==> src/design/assert_macros.svh <==
// Assertion helpers shared by the sorter RTL.
// Every check is clocked on clk and switched off while arst_n is low.
`ifndef ASSERT_MACROS_SVH
`define ASSERT_MACROS_SVH

// Checks that a property holds at every rising edge outside reset.
`define CRS_ASSERT(label, prop, msg) \
	label: assert property (@(posedge clk) disable iff (!arst_n) prop) else $error(msg);

// Checks that a condition never becomes true.
`define CRS_ASSERT_NEVER(label, cond, msg) \
	`CRS_ASSERT(label, !(cond), msg)

`endif

==> src/design/crs_pkg.sv <==
package crs_pkg;

	localparam int MAX_RULES  = 64;
	localparam int SPEC_WIDTH = 16;

	localparam int IDX_W     = 6;
	localparam int ORD_W     = 6;
	localparam int SPEC_IN_W = 16;
	localparam int CNT_W     = $clog2(MAX_RULES + 1);

	typedef struct packed {
		logic [IDX_W-1:0]      idx;
		logic [SPEC_WIDTH-1:0] spec;
		logic [ORD_W-1:0]      ord;
	} crs_entry_t;

	// Operation broadcast to every cell in the chain.
	typedef struct packed {
		logic insert;
		logic pop;
	} crs_ctrl_t;

endpackage

==> src/design/crs_cell.sv <==
module crs_cell (
	input  logic               clk,
	input  crs_pkg::crs_ctrl_t  ctrl,
	input  crs_pkg::crs_entry_t new_entry,
	input  crs_pkg::crs_entry_t prev_entry,
	input  crs_pkg::crs_entry_t next_entry,
	input  logic               prev_moves,
	input  logic               prev_valid,
	input  logic               own_valid,
	output crs_pkg::crs_entry_t entry,
	output logic               moves
);
	import crs_pkg::*;

	crs_entry_t entry_q;

	// The held rule must step aside when it sorts strictly after the new one.
	assign moves = own_valid && ((entry_q.spec > new_entry.spec) ||
		((entry_q.spec == new_entry.spec) && (entry_q.ord > new_entry.ord)));
	assign entry = entry_q;

	always_ff @(posedge clk) begin
		if (ctrl.pop) begin
			entry_q <= next_entry;
		end else if (ctrl.insert) begin
			if (prev_moves) begin
				entry_q <= prev_entry;
			end else if (moves || (!own_valid && prev_valid)) begin
				entry_q <= new_entry;
			end
		end
	end

endmodule

==> config.mk <==
export PLATFORM = sky130hd
export DESIGN_NAME = crs_cell
export DESIGN_NICKNAME = d
export VERILOG_FILES = /design/src/design/assert_macros.svh /design/src/design/crs_pkg.sv /design/src/design/crs_cell.sv
export SDC_FILE = /design/constraint.sdc
export NUM_CORES = 1
export LEC_CHECK = 0
export ABC_AREA = 1
export BUFFER_PORTS_ARGS = -buffer_cell sky130_fd_sc_hd__buf_2
export CAP_MARGIN = 30
export CORE_MARGIN = 5
export CORE_UTILIZATION = 44
export CTS_CLUSTER_SIZE = 28
export DETAILED_ROUTE_END_ITERATION = 6
export GPL_ROUTABILITY_DRIVEN = 0
export PLACE_DENSITY = 0.85
export SLEW_MARGIN = 20
export SYNTH_ARGS = -nofsm -noshare
export SYNTH_HDL_FRONTEND = slang
export SYNTH_SLANG_ARGS = --single-unit
export TNS_END_PERCENT = 10
==> constraint.sdc <==
create_clock -name clk -period 3.3 [get_ports clk]
set_clock_uncertainty 0.15 [all_clocks]
set_input_delay 0.495 -clock clk [delete_from_list [all_inputs] [get_ports clk]]
set_output_delay 0.495 -clock clk [all_outputs]
set_load 0.02 [all_outputs]
==> metrics.md <==
| Metric | Value |
|---|---|
| Status | completed |
| Core ar. | 4410 sq um |
| Reg2Reg Launch Point | entry[13]$_DFFE_PP_ |
| Area grow syn2layout | 33.3% |
| Slowest-stage cell, CP | edfxtp_1 |
| Die H | slightly below 80 um |
| Max-cap violations | 0 |
| Post-DR vias/cell | 5.02 |
| Tmin final | 2.52 ns |
| VDD IR max | between 0.15 and 0.2 mV |
| Critical Path Stages | 10 |
| WL per Instance | 13.4 um |
| Global Route Usage Sum | 18.2% |
| Fin. Hold Viols | 0 |
| Synthesized Nets | 369 |
| Max incr delay on CP | 0.41 ns |
| Clock Tree Root | clkbuf_8 |
| Antenna violations before repair | 0 |
| RSZ-0062 raised after global routing | no |
| Antenna-violating nets left | 0 |
| Critical Path Start Type | flip-flop |
| Sequential area share after synthesis | 41.5% |
| First-pass GRT wire length | 9210 um |
| Worst hold path type | in2reg |
| DRT iter0 DRCs | 71 |
| Placed insts | 418 |
| Crit path cell chain | ha_1 -> nand2_1 -> nor2_1 -> nand2_1 -> nor2_2 -> nand3_1 -> nand2_1 -> nand2_2 -> inv_1 -> buf_2 |
| Layout Nets | 483 |
| CTS H-tree lvls | 1 |
| Post_cts resized | 0 |
| Initial Utilization | 45.9% |
| Yosys warnings | 0 |
| DR pass1 iterations | 4 |
| Clock transition at path regs | ~0.1 ns |
| Syn Inst Count | 257 |
| PwrDens | about 360 nW/um^2 |
| Most frequent CP cell | nand2_1 |
| Hold Startpoint | next_entry[15] |
| Worst rel slew slack | between 50% and 60% |
| Area contributors post-synth | edfxtp_1, a21oi_1, ha_1 |
| Fin area | ~2700 sq um |
| CTS Buf Count | 3 |
| Total clock sinks | 28 |
| Critical path class | reg2out |
| Finished Layout Cells | 422 |
| Worst path arrival time | approximately 1.9 ns |
| Setup violators final | 0 |
| Final WL | 5650 um |
| Routed vias | 2120 |
| WP buf/inv | 2 |
| Synth area leader | edfxtp_1 |
| Hold Slack | 0.388 ns |
| HPWL Detailed | 4380 um |
| Syn Std Cell Area | 2020 sq um |
| Residual DRC | 0 |
| Total grt overflow | 0 |
| Hold_buf cts | 0 |
| Syn Area/Cell | 7.88 sq um |
| Crit path from | entry[13]$_DFFE_PP_ |
| Rows | 24 |
| Post-synthesis cell type count | 21 |
| Postcts setup bufs | 0 |
| Maximum number of pins on one net before global-route repair | 32 |
| Crit end category | primary output |
| Final WS setup | 0.777 ns |
| CP top delay family | simple AND/OR/NAND/NOR gates |
| Die width | 77.8 um |
| DP Worst Slack | just over 0.7 ns |
| Port Buf Inserts | approximately 120 |
| Final core occ | about three fifths |
| Vias in the first global route | approximately 2100 |
| Clock buffer depth | 2 |
| Post-synthesis register bit count | 28 |
| Pins Over Slew Limit | 0 |
| CP required | 2.65 ns |
| CP max FO | 2 |
| Leak pwr | 1.43 nW |
| Max reg flops | 28 |
| Die area | 6060 sq um |
| Clk_lat worst skew | 0.27 ns |
| I/O pin cnt | about 120 |
| Top cell type's share of synthesized area | 41.5% |
| Fin Setup TNS | 0 ns |
| Ratio of final minimum period to clock period | ~76% |
| Worst slew pin tran | ~0.61 ns |
| Reg2Reg Depth | 10 |
| Worst hold path depth | 3 |
| CTS tree | built |
| Highest clock rate | ~400 MHz |
| Share of cells above drive strength 1 | 35.4% |
| Post-DP Area | 2650 sq um |
| Pwr Total | 0.966 mW |
| N_diodes | 0 |
synthesized netlist by cell type:
cell / number
inv_2: 2
o211ai_1: 1
nand2_1: 50
buf_1: 1
a21oi_2: 1
buf_2: 3
o21ai_0: 1
a211oi_1: 1
ha_1: 22
nand2_2: 3
a21oi_1: 64
clkbuf_1: 6
inv_1: 32
nor2_4: 1
nand4_2: 1
nor2_1: 35
o21ai_1: 1
a21o_1: 1
edfxtp_1: 28
nand3_1: 2
nor2_2: 1
path summary, 6_finish.rpt:
path | to | slack [ns]
worst max-delay path | moves | 0.78
worst min-delay path | entry[15]$_DFFE_PP_ | 0.39
worst max register to register | entry[21]$_DFFE_PP_ | 0.96
worst min register to register | entry[14]$_DFFE_PP_ | 1.16
kinds of logic (layout without fill, tap and decap cells):
group	after synthesis	in the layout	share of synthesized area, %
AO/OA/AOI/OAI	70	70	17.9
adder cells (fa/ha/maj)	22	22	13.6
buffers and inverters	44	157	8.34
flip-flops	28	28	41.5
AND/OR/NAND/NOR	93	93	18.7
area by class of cell:
| type | instances | area [sq um] |
|---|---|---|
| Fill cell | 401 | 1720 |
| Inverter | 34 | 128 |
| Multi-Input combinational cell | 185 | 1020 |
| Tap cell | 52 | 65.1 |
| Clock buffer | 3 | 41.3 |
| Sequential cell | 28 | 841 |
| Timing Repair Buffer | 119 | 598 |
| Clock inverter | 1 | 3.75 |
cell usage in the layout, fill, tap and decap left out:
cell	instances
nand2_2	3
o21ai_0	1
edfxtp_1	28
inv_1	32
a21o_1	1
clkbuf_8	3
nor2_1	35
a211oi_1	1
buf_2	118
nand2_1	50
a21oi_1	64
clkinv_1	1
ha_1	22
nand3_1	2
o21ai_1	1
nor2_2	1
o211ai_1	1
nor2_4	1
nand4_2	1
buf_4	1
a21oi_4	1
inv_2	2
tightest hold or removal path: stages:
cell and delay (ns):
buf_2 0.07, nor2_1 0.03, a21oi_1 0.10
where the power goes:
| part | switching, mW | internal [mW] |
|---|---|---|
| Combinational | 0.193 | 0.127 |
| Sequential | 0.0170 | 0.438 |
| Clock | 0.107 | 0.0835 |
| Total | 0.317 | 0.649 |
routing by layer:
layer	vias up	part of all wire, %	wire [um]	track usage (%)
li1	1085	-	-	-
met1	945	41	2340	21.0
met2	86	49	2800	33.7
met3	4	8.5	479	4.17
met4	0	0.67	38	3.95
met5	-	0	0	0
Power figures use the tool's default switching activity.
